**config.mk**
```make
export PLATFORM = sky130hd
export DESIGN_NAME = char_lcd_nibble_sequencer_core
export DESIGN_NICKNAME = d
export VERILOG_FILES = /design/src/sv/lcdns_pkg.sv /design/src/sv/lcdns_front.sv /design/src/sv/lcdns_queue.sv /design/src/sv/lcdns_back.sv /design/src/sv/char_lcd_nibble_sequencer_core.sv
export SDC_FILE = /design/constraint.sdc
export NUM_CORES = 1
export LEC_CHECK = 0
export BUFFER_PORTS_ARGS = -buffer_cell sky130_fd_sc_hd__buf_2
export CAP_MARGIN = 0
export CORE_MARGIN = 3
export CORE_UTILIZATION = 59
export DETAILED_ROUTE_END_ITERATION = 10
export GPL_ROUTABILITY_DRIVEN = 0
export GPL_TIMING_DRIVEN = 0
export MAX_ROUTING_LAYER = met4
export PLACE_DENSITY = 0.8
export SYNTH_ARGS = -nofsm -noshare
export SYNTH_HDL_FRONTEND = slang
export SYNTH_SLANG_ARGS = --single-unit
```
**constraint.sdc**
```tcl
create_clock -name clk -period 4.8 [get_ports clk]
set_clock_uncertainty 0.2 [all_clocks]
set_input_delay 0.96 -clock clk [delete_from_list [all_inputs] [get_ports clk]]
set_output_delay 0.96 -clock clk [all_outputs]
set_load 0.05 [all_outputs]
```
**src/sv/lcdns_pkg.sv**
```systemverilog
// Shared types, opcodes and the power-up action table for the character LCD
// nibble sequencer. No dependencies; the design scopes it, the bench imports it.
package lcdns_pkg;

	localparam int ROW_COUNT   = 4;
	localparam int QUEUE_DEPTH = 4;
	localparam int QPTR_W      = $clog2(QUEUE_DEPTH);
	localparam int QCNT_W      = $clog2(QUEUE_DEPTH + 1);
	localparam int STEP_W      = 4;

	localparam logic [2:0] OP_INIT      = 3'd0;
	localparam logic [2:0] OP_COMMAND   = 3'd1;
	localparam logic [2:0] OP_DATA      = 3'd2;
	localparam logic [2:0] OP_SET_CUR   = 3'd3;
	localparam logic [2:0] OP_CUR_LEFT  = 3'd4;
	localparam logic [2:0] OP_CUR_RIGHT = 3'd5;
	localparam logic [2:0] OP_BLINK_ON  = 3'd6;
	localparam logic [2:0] OP_BLINK_OFF = 3'd7;

	localparam logic [1:0] CFG_ROW_ONE   = 2'd0;
	localparam logic [1:0] CFG_ROW_TWO   = 2'd1;
	localparam logic [1:0] CFG_ROW_THREE = 2'd2;

	localparam logic [6:0] ROW_ONE_RST   = 7'd64;
	localparam logic [6:0] ROW_TWO_RST   = 7'd20;
	localparam logic [6:0] ROW_THREE_RST = 7'd84;

	localparam logic [7:0] CMD_SET_DDRAM  = 8'h80;
	localparam logic [7:0] CMD_SHIFT_LEFT = 8'h10;
	localparam logic [7:0] CMD_SHIFT_RIGHT = 8'h14;
	localparam logic [7:0] CMD_DISP_CTRL  = 8'h08;
	localparam logic [3:0] DISP_BLINK_ON  = 4'hF;
	localparam logic [3:0] DISP_BLINK_OFF = 4'h0;

	localparam logic [13:0] WAIT_NIBBLE = 14'd100;
	localparam logic [13:0] WAIT_CMD    = 14'd140;

	localparam logic [STEP_W-1:0] INIT_LAST = STEP_W'(10);

	typedef struct packed {
		logic [2:0] opcode;
		logic [7:0] byte_value;
		logic [6:0] column;
		logic [1:0] row;
	} req_t;

	typedef struct packed {
		logic        select_level;
		logic [3:0]  nibble;
		logic        pulse;
		logic [13:0] wait_us;
		logic        last;
		logic [6:0]  cursor_col;
		logic [1:0]  cursor_row;
	} rsp_t;

	// One classified request as it waits in the queue
	typedef struct packed {
		logic       is_init;
		logic       rs;
		logic [7:0] byte_value;
		logic       tail_long;
		logic [6:0] cursor_col;
		logic [1:0] cursor_row;
	} job_t;

	typedef struct packed {
		logic        rs;
		logic [3:0]  nibble;
		logic        pulse;
		logic [13:0] wait_us;
	} action_t;

	// Power-up sequence: settle wait, 3,3,3,2, then 0x28, 0x0C, 0x01 with clear tail
	function automatic action_t init_action(input logic [STEP_W-1:0] step);
		action_t a;
		a.rs    = 1'b0;
		a.pulse = 1'b1;
		unique case (step)
			4'd0: begin a.nibble = 4'h0; a.pulse = 1'b0; a.wait_us = 14'd15000; end
			4'd1: begin a.nibble = 4'h3; a.wait_us = 14'd5100; end
			4'd2: begin a.nibble = 4'h3; a.wait_us = 14'd200; end
			4'd3: begin a.nibble = 4'h3; a.wait_us = 14'd140; end
			4'd4: begin a.nibble = 4'h2; a.wait_us = 14'd100; end
			4'd5: begin a.nibble = 4'h2; a.wait_us = 14'd100; end
			4'd6: begin a.nibble = 4'h8; a.wait_us = 14'd140; end
			4'd7: begin a.nibble = 4'h0; a.wait_us = 14'd100; end
			4'd8: begin a.nibble = 4'hC; a.wait_us = 14'd140; end
			4'd9: begin a.nibble = 4'h0; a.wait_us = 14'd100; end
			4'd10: begin a.nibble = 4'h1; a.wait_us = 14'd2140; end
			default: begin a.nibble = 4'h0; a.pulse = 1'b0; a.wait_us = 14'd0; end
		endcase
		return a;
	endfunction

endpackage

```
**src/sv/lcdns_front.sv**
```systemverilog
// Front end: takes requests and configuration writes, tracks cursor and display
// bits, and turns each request into one queued job. Uses lcdns_pkg.
module lcdns_front (
	input  logic                clk,
	input  logic                arst_n,
	input  logic                cfg_valid,
	output logic                cfg_ready,
	input  logic [1:0]          cfg_index,
	input  logic [6:0]          cfg_data,
	input  logic                req_valid,
	output logic                req_ready,
	input  lcdns_pkg::req_t     req,
	input  logic                queue_full,
	output logic                push,
	output lcdns_pkg::job_t     push_job
);

	logic [6:0] row_one_q, row_two_q, row_three_q;
	logic [6:0] col_q;
	logic [1:0] row_q;
	logic [3:0] disp_q;

	logic [6:0] col_n;
	logic [1:0] row_n;
	logic [3:0] disp_n;
	logic [1:0] row_sat;
	logic [6:0] row_off;
	logic [6:0] addr;

	assign cfg_ready = 1'b1;
	assign req_ready = !queue_full;
	assign push      = req_valid && req_ready;

	always_comb begin
		if ({1'b0, req.row} >= 3'(lcdns_pkg::ROW_COUNT))
			row_sat = 2'(lcdns_pkg::ROW_COUNT - 1);
		else
			row_sat = req.row;
	end

	always_comb begin
		unique case (row_sat)
			2'd0: row_off = 7'd0;
			2'd1: row_off = row_one_q;
			2'd2: row_off = row_two_q;
			default: row_off = row_three_q;
		endcase
	end

	assign addr = req.column + row_off;

	always_comb begin
		col_n  = col_q;
		row_n  = row_q;
		disp_n = disp_q;
		push_job.is_init    = 1'b0;
		push_job.rs         = 1'b0;
		push_job.byte_value = req.byte_value;
		push_job.tail_long  = 1'b1;
		unique case (req.opcode)
			lcdns_pkg::OP_INIT: begin
				push_job.is_init    = 1'b1;
				push_job.byte_value = 8'h00;
				push_job.tail_long  = 1'b0;
			end
			lcdns_pkg::OP_COMMAND: begin
			end
			lcdns_pkg::OP_DATA: begin
				push_job.rs        = 1'b1;
				push_job.tail_long = 1'b0;
				col_n              = col_q + 7'd1;
			end
			lcdns_pkg::OP_SET_CUR: begin
				col_n               = req.column;
				row_n               = row_sat;
				push_job.byte_value = lcdns_pkg::CMD_SET_DDRAM | {1'b0, addr};
			end
			lcdns_pkg::OP_CUR_LEFT: begin
				col_n               = col_q - 7'd1;
				push_job.byte_value = lcdns_pkg::CMD_SHIFT_LEFT;
			end
			lcdns_pkg::OP_CUR_RIGHT: begin
				col_n               = col_q + 7'd1;
				push_job.byte_value = lcdns_pkg::CMD_SHIFT_RIGHT;
			end
			lcdns_pkg::OP_BLINK_ON: begin
				disp_n              = lcdns_pkg::DISP_BLINK_ON;
				push_job.byte_value = lcdns_pkg::CMD_DISP_CTRL | {4'h0, disp_n};
			end
			default: begin
				disp_n              = lcdns_pkg::DISP_BLINK_OFF;
				push_job.byte_value = lcdns_pkg::CMD_DISP_CTRL | {4'h0, disp_n};
			end
		endcase
		push_job.cursor_col = col_n;
		push_job.cursor_row = row_n;
	end

	always_ff @(posedge clk or negedge arst_n) begin
		if (!arst_n) begin
			col_q  <= 7'd0;
			row_q  <= 2'd0;
			disp_q <= 4'd0;
		end else if (push) begin
			col_q  <= col_n;
			row_q  <= row_n;
			disp_q <= disp_n;
		end
	end

	always_ff @(posedge clk or negedge arst_n) begin
		if (!arst_n) begin
			row_one_q   <= lcdns_pkg::ROW_ONE_RST;
			row_two_q   <= lcdns_pkg::ROW_TWO_RST;
			row_three_q <= lcdns_pkg::ROW_THREE_RST;
		end else if (cfg_valid && cfg_ready) begin
			unique case (cfg_index)
				lcdns_pkg::CFG_ROW_ONE:   row_one_q   <= cfg_data;
				lcdns_pkg::CFG_ROW_TWO:   row_two_q   <= cfg_data;
				lcdns_pkg::CFG_ROW_THREE: row_three_q <= cfg_data;
				default: ;
			endcase
		end
	end

endmodule

```
**src/sv/lcdns_queue.sv**
```systemverilog
// Short job queue between the front and back ends of the LCD sequencer.
// Register array with count; depth and widths come from lcdns_pkg.
module lcdns_queue (
	input  logic            clk,
	input  logic            arst_n,
	input  logic            push,
	input  lcdns_pkg::job_t push_job,
	output logic            full,
	input  logic            pop,
	output logic            head_valid,
	output lcdns_pkg::job_t head
);

	lcdns_pkg::job_t                 mem_q [lcdns_pkg::QUEUE_DEPTH];
	logic [lcdns_pkg::QPTR_W-1:0]    wr_ptr_q, rd_ptr_q;
	logic [lcdns_pkg::QCNT_W-1:0]    count_q;

	assign full       = (count_q == lcdns_pkg::QCNT_W'(lcdns_pkg::QUEUE_DEPTH));
	assign head_valid = (count_q != '0);
	assign head       = mem_q[rd_ptr_q];

	always_ff @(posedge clk) begin
		if (push)
			mem_q[wr_ptr_q] <= push_job;
	end

	always_ff @(posedge clk or negedge arst_n) begin
		if (!arst_n) begin
			wr_ptr_q <= '0;
			rd_ptr_q <= '0;
			count_q  <= '0;
		end else begin
			if (push)
				wr_ptr_q <= wr_ptr_q + 1'b1;
			if (pop)
				rd_ptr_q <= rd_ptr_q + 1'b1;
			if (push && !pop)
				count_q <= count_q + 1'b1;
			else if (pop && !push)
				count_q <= count_q - 1'b1;
		end
	end

endmodule

```
**src/sv/lcdns_back.sv**
```systemverilog
// Back end: steps through the head job one pin action per cycle and holds each
// action in the output register, stalling until it is taken. Uses lcdns_pkg.
module lcdns_back (
	input  logic            clk,
	input  logic            arst_n,
	input  logic            head_valid,
	input  lcdns_pkg::job_t head,
	output logic            pop,
	output logic            rsp_valid,
	input  logic            rsp_ready,
	output lcdns_pkg::rsp_t rsp
);

	logic [lcdns_pkg::STEP_W-1:0] step_q;
	logic                         rsp_valid_q;
	lcdns_pkg::rsp_t              rsp_q;

	lcdns_pkg::action_t act;
	logic               step_last;
	logic               load;

	always_comb begin
		if (head.is_init) begin
			act       = lcdns_pkg::init_action(step_q);
			step_last = (step_q == lcdns_pkg::INIT_LAST);
		end else begin
			act.rs    = head.rs;
			act.pulse = 1'b1;
			if (step_q == '0) begin
				act.nibble  = head.byte_value[7:4];
				act.wait_us = lcdns_pkg::WAIT_NIBBLE;
			end else begin
				act.nibble  = head.byte_value[3:0];
				act.wait_us = head.tail_long ? lcdns_pkg::WAIT_CMD : lcdns_pkg::WAIT_NIBBLE;
			end
			step_last = (step_q != '0);
		end
	end

	assign load      = head_valid && (!rsp_valid_q || rsp_ready);
	assign pop       = load && step_last;
	assign rsp_valid = rsp_valid_q;
	assign rsp       = rsp_q;

	always_ff @(posedge clk or negedge arst_n) begin
		if (!arst_n) begin
			step_q      <= '0;
			rsp_valid_q <= 1'b0;
		end else begin
			if (load) begin
				rsp_valid_q <= 1'b1;
				step_q      <= step_last ? '0 : step_q + 1'b1;
			end else if (rsp_ready) begin
				rsp_valid_q <= 1'b0;
			end
		end
	end

	always_ff @(posedge clk) begin
		if (load) begin
			rsp_q.select_level <= act.rs;
			rsp_q.nibble       <= act.nibble;
			rsp_q.pulse        <= act.pulse;
			rsp_q.wait_us      <= act.wait_us;
			rsp_q.last         <= step_last;
			rsp_q.cursor_col   <= head.cursor_col;
			rsp_q.cursor_row   <= head.cursor_row;
		end
	end

`ifndef NO_ASSERTIONS
	a_step_range: assert property (@(posedge clk) disable iff (!arst_n)
		step_q <= lcdns_pkg::INIT_LAST)
		else $error("action step beyond power-up sequence");
	a_step_has_job: assert property (@(posedge clk) disable iff (!arst_n)
		step_q != '0 |-> head_valid)
		else $error("job left the queue mid-sequence");
	a_byte_two_steps: assert property (@(posedge clk) disable iff (!arst_n)
		head_valid && !head.is_init |-> step_q <= 1)
		else $error("byte job past its second nibble");
	a_pop_marks_last: assert property (@(posedge clk) disable iff (!arst_n)
		pop |=> rsp_valid && rsp.last)
		else $error("popped job without a last action");
`endif

endmodule

```
**src/sv/char_lcd_nibble_sequencer_core.sv**
```systemverilog
// Top level of the character LCD 4-bit sequencer: front end, job queue, back end.
// Depends on lcdns_pkg, lcdns_front, lcdns_queue and lcdns_back.
//
// Each request becomes a list of pin actions (RS level, nibble, enable pulse,
// wait in microseconds), delivered one per cycle on the rsp channel unless
// stalled by rsp_ready, with last set on the final one: a command, data, cursor
// or blink request gives two actions, init gives eleven. Requests are accepted
// one per cycle while the four-entry job queue has room, so the output stage,
// one action per cycle unless stalled, sets the sustained rate. The user must
// write row offsets (cfg channel, index 0..2) only while idle; nothing checks it.
module char_lcd_nibble_sequencer_core (
	input  logic            clk,
	input  logic            arst_n,
	input  logic            cfg_valid,
	output logic            cfg_ready,
	input  logic [1:0]      cfg_index,
	input  logic [6:0]      cfg_data,
	input  logic            req_valid,
	output logic            req_ready,
	input  lcdns_pkg::req_t req,
	output logic            rsp_valid,
	input  logic            rsp_ready,
	output lcdns_pkg::rsp_t rsp
);

	logic            push;
	lcdns_pkg::job_t push_job;
	logic            queue_full;
	logic            pop;
	logic            head_valid;
	lcdns_pkg::job_t head;

	lcdns_front u_front (
		.clk        (clk),
		.arst_n     (arst_n),
		.cfg_valid  (cfg_valid),
		.cfg_ready  (cfg_ready),
		.cfg_index  (cfg_index),
		.cfg_data   (cfg_data),
		.req_valid  (req_valid),
		.req_ready  (req_ready),
		.req        (req),
		.queue_full (queue_full),
		.push       (push),
		.push_job   (push_job)
	);

	lcdns_queue u_queue (
		.clk        (clk),
		.arst_n     (arst_n),
		.push       (push),
		.push_job   (push_job),
		.full       (queue_full),
		.pop        (pop),
		.head_valid (head_valid),
		.head       (head)
	);

	lcdns_back u_back (
		.clk        (clk),
		.arst_n     (arst_n),
		.head_valid (head_valid),
		.head       (head),
		.pop        (pop),
		.rsp_valid  (rsp_valid),
		.rsp_ready  (rsp_ready),
		.rsp        (rsp)
	);

endmodule

```
==> run summary <==
Number of detailed-routing iterations run before antenna repair = 5
Port bufs = 60
First-iteration detailed-routing DRC count = 442
Detail-routed via count per cell = 6.222
Count of different cell masters after synthesis = 63
Timing-limited maximum frequency = 224.4 MHz
Static power due to leakage = 0.003223 uW
Total power consumption of the routed design = 5728 uW
Fin. max-slew vios = 0
Synthesis-to-finish area growth = 15.58%
Sequential Power Share = 36.4%
Number of max-cap violations = 0
Clock transition time at the flip-flop clock pins of the worst setup and hold paths = 60 ps
Most used cells in the layout excluding fill and tap cells = 105 x edfxtp_1, 63 x buf_2, 43 x nand2_1
Antenna Diode Count = 0
Overall track demand over capacity in global routing = 25.84%
Overflow after GRT = 0
Crit Path Max Fanout = 10
Number of global-route vias before repair = 4,520
Final Non-Filler Cells = 756
Most common cell after layout, fill and taps aside = edfxtp_1
Met2 wire length = 8.038 mm
Post_cts resized = 0
Antenna Violating Nets Remaining = 0
Routed WL = 15.70 mm
Syn avg cell area = 13.69 um^2
#FFs+latches synth = 147
Worst relative slew slack = 29.70%
CTS buffer count = 17
Total Nets Final = 659
Buffer count from post-CTS setup fixing = 0
Count of flip-flops with a built-in enable after synthesis = 105
Met1 Wirelength = 6.202 mm
Final standard cell utilization of the core = 70.72%
Clock tree buffer depth = 2
Ports placed on the boundary = 67
Number of antenna violations at the first check in global routing = 0
Kind of path behind the tightest hold check = reg2reg
Clk sinks = 147
Portion of the clock cycle consumed by the worst path in the final layout = 92.84%
Fraction of the yosys area taken by sequential cells = 59.27%
Wire length of the first global-routing pass = 24.74 mm
Combinational cell fraction of total power = 39.8%
Total vias in the final route = 4,704
Core footprint = 11,610 um^2
DR top layer = met4
Number of H-tree levels = 4
Starting Density = 61.18%
Number of setup violations in the final report = 0
Internal power = 3580 uW
Final hold violation count = 0
Post-synth design cell area = 7106 um^2
TritonCTS clock tree = done
Clock root cell = clkbuf_16
Sw Pwr = 2148 uW
Cell total after placement = 724
Sw Ratio = 37.50%
Met3 WL post-DR = 1.082 mm
Number of placement rows = 39
Yosys warns = 0
Time the final worst path needs with I/O delays and setup = 4456 ps
Result of the run = completed
Power density over cell area = 697.5 nW/um^2
Post-DP HPWL = 10.09 mm
Top flip-flop cell by instance count after synthesis = edfxtp_1
Area of the die = 13,400 um^2
Die outline width = 115.7 um
Clock group share of total power = 23.8%
Capturing element type of the critical path = register
Fraction of layout cells with a size suffix above 1 = 27.73%
Mean routed wirelength per cell = 20.76 um
Kind of start point of the critical path = input port
Cell count after synthesis = 519
Slew at the pin with the worst max-slew slack = 1054 ps
Post-synth ARST share = 28.57%
Maximum VDD drop = 0.3577 mV
Post-Layout Inst Area = 8213 um^2
Largest net degree at the start of global routing = 43
Vertical die dimension = 115.7 um
Critical path class = in2reg
Cell area after placement = 7604 um^2
Setup repair after global routing missed its margin = no
Arr. time, crit path = 4390 ps
Remaining DRCs = 0
Number of hold buffers added after CTS = 0
Endpoint required time on the critical path = 4730 ps
Clock latency at the later pin of the worst-skew pair = 420 ps
[synth_stat cells (4+ instances only)]
cell / count / area, um^2
edfxtp_1: 105 / 3153
nand2_1: 43 / 161.4
dfrtp_1: 36 / 900.9
mux2_2: 35 / 394.1
a21oi_1: 26 / 130.1
nor2_1: 25 / 93.84
ha_1: 22 / 275.3
mux4_2: 20 / 450.4
o21ai_0: 19 / 95.09
inv_1: 18 / 67.56
clkbuf_1: 15 / 56.30
xor2_1: 11 / 96.34
nand3_1: 10 / 50.05
mux2i_1: 9 / 90.09
and3_1: 8 / 50.05
buf_4: 8 / 60.06
xnor2_1: 8 / 70.07
a22o_1: 6 / 52.55
dfstp_2: 6 / 157.7
nand2b_1: 6 / 37.54
nor3_1: 6 / 30.03
o22ai_1: 6 / 37.54
a31oi_1: 5 / 31.28
o211ai_1: 5 / 37.54
nand3b_1: 4 / 30.03
nor2b_1: 4 / 25.02
or3_1: 4 / 25.02
[final cells by class]
| type | instances | area, um^2 |
|---|---|---|
| timing repair buffer | 60 | 300.3 |
| buffer | 28 | 146.4 |
| sequential | 147 | 4212 |
| inverter | 19 | 71.32 |
| clock inverter | 12 | 162.7 |
| fill | 786 | 3401 |
| tap | 143 | 178.9 |
| clock buffer | 20 | 446.7 |
| multi-input combinational | 327 | 2695 |
[layer usage]
layer  vias to the layer above  global-route usage [%]
li1                       2118                       -
met1                      2302                   32.24
met2                       249                   42.17
met3                        35                   4.856
met4                         0                   10.36
met5                         -                       -
[state kept, by name, summed over array words and instances (netlist names)]
name and cells:
u_back.rsp 25, u_queue.mem_q 80, u_front.row_two_q 7, u_front.row_q 2, u_back.step_q 4, u_front.col_q 7
u_queue.rd_ptr_q 2, u_front.row_one_q 7, u_front.row_three_q 7, u_queue.count_q 3, u_queue.wr_ptr_q 2, u_back.rsp_valid 1
[through the flow]
step | setup slack [ps] | setup TNS [ps] | hold slack, ps
after floorplan | 587.8 | 0 | 254.9
after detailed placement | 20.83 | 0 | 282.8
after global routing | 91.02 | 0 | 315.0
final | 343.6 | 0 | 287.5
after global placement | -204.1 | -248.5 | 269.1
after CTS | 391.5 | 0 | 289.9
[power by group through the flow]
stage	Clock [uW]	Combinational [uW]	Sequential [uW]
2_1_floorplan	0	1350	2440
3_3_place_gp	0	2160	2060
3_5_place_dp	0	2240	2090
4_1_cts	1380	2270	2080
5_1_grt	1440	2460	2120
6_report	1360	2280	2080
[worst max-delay path: stages]
cell      delay (ps)
clkbuf_1         190
nor3b_1          780
a21oi_1          350
fa_1             490
a21o_1           200
a221oi_2         550
xnor2_1          170
mux2i_1          150
o31ai_1          550
[cells by family after synthesis]
| family | after synthesis | synth area share (%) |
|---|---|---|
| other | 2 | 0.1057 |
| adder cells (fa/ha/maj) | 25 | 4.719 |
| flip-flops | 147 | 59.27 |
| multiplexers | 65 | 13.37 |
| AND/OR/NAND/NOR | 121 | 8.382 |
| AO/OA/AOI/OAI | 92 | 8.523 |
| XOR/XNOR | 20 | 2.571 |
| buffers and inverters | 47 | 3.064 |
[worst paths after layout]
kind / from / to / slack (ps) / cells past startpoint
setup reg to reg: u_back.step_q[0] / u_queue.count_q[2] / 1640 / 12
max in group asynchronous: arst_n / u_back.step_q[0] / 3250 / 1
hold reg to reg: u_queue.count_q[2] / u_queue.count_q[2] / 290 / 1
hold / removal: u_queue.count_q[2] / u_queue.count_q[2] / 290 / 1
min in group asynchronous: arst_n / u_front.col_q[0] / 490 / 1
setup / recovery: req[19] / u_queue.mem_q[1][8] / 340 / 9
Power figures use the tool's default switching activity.
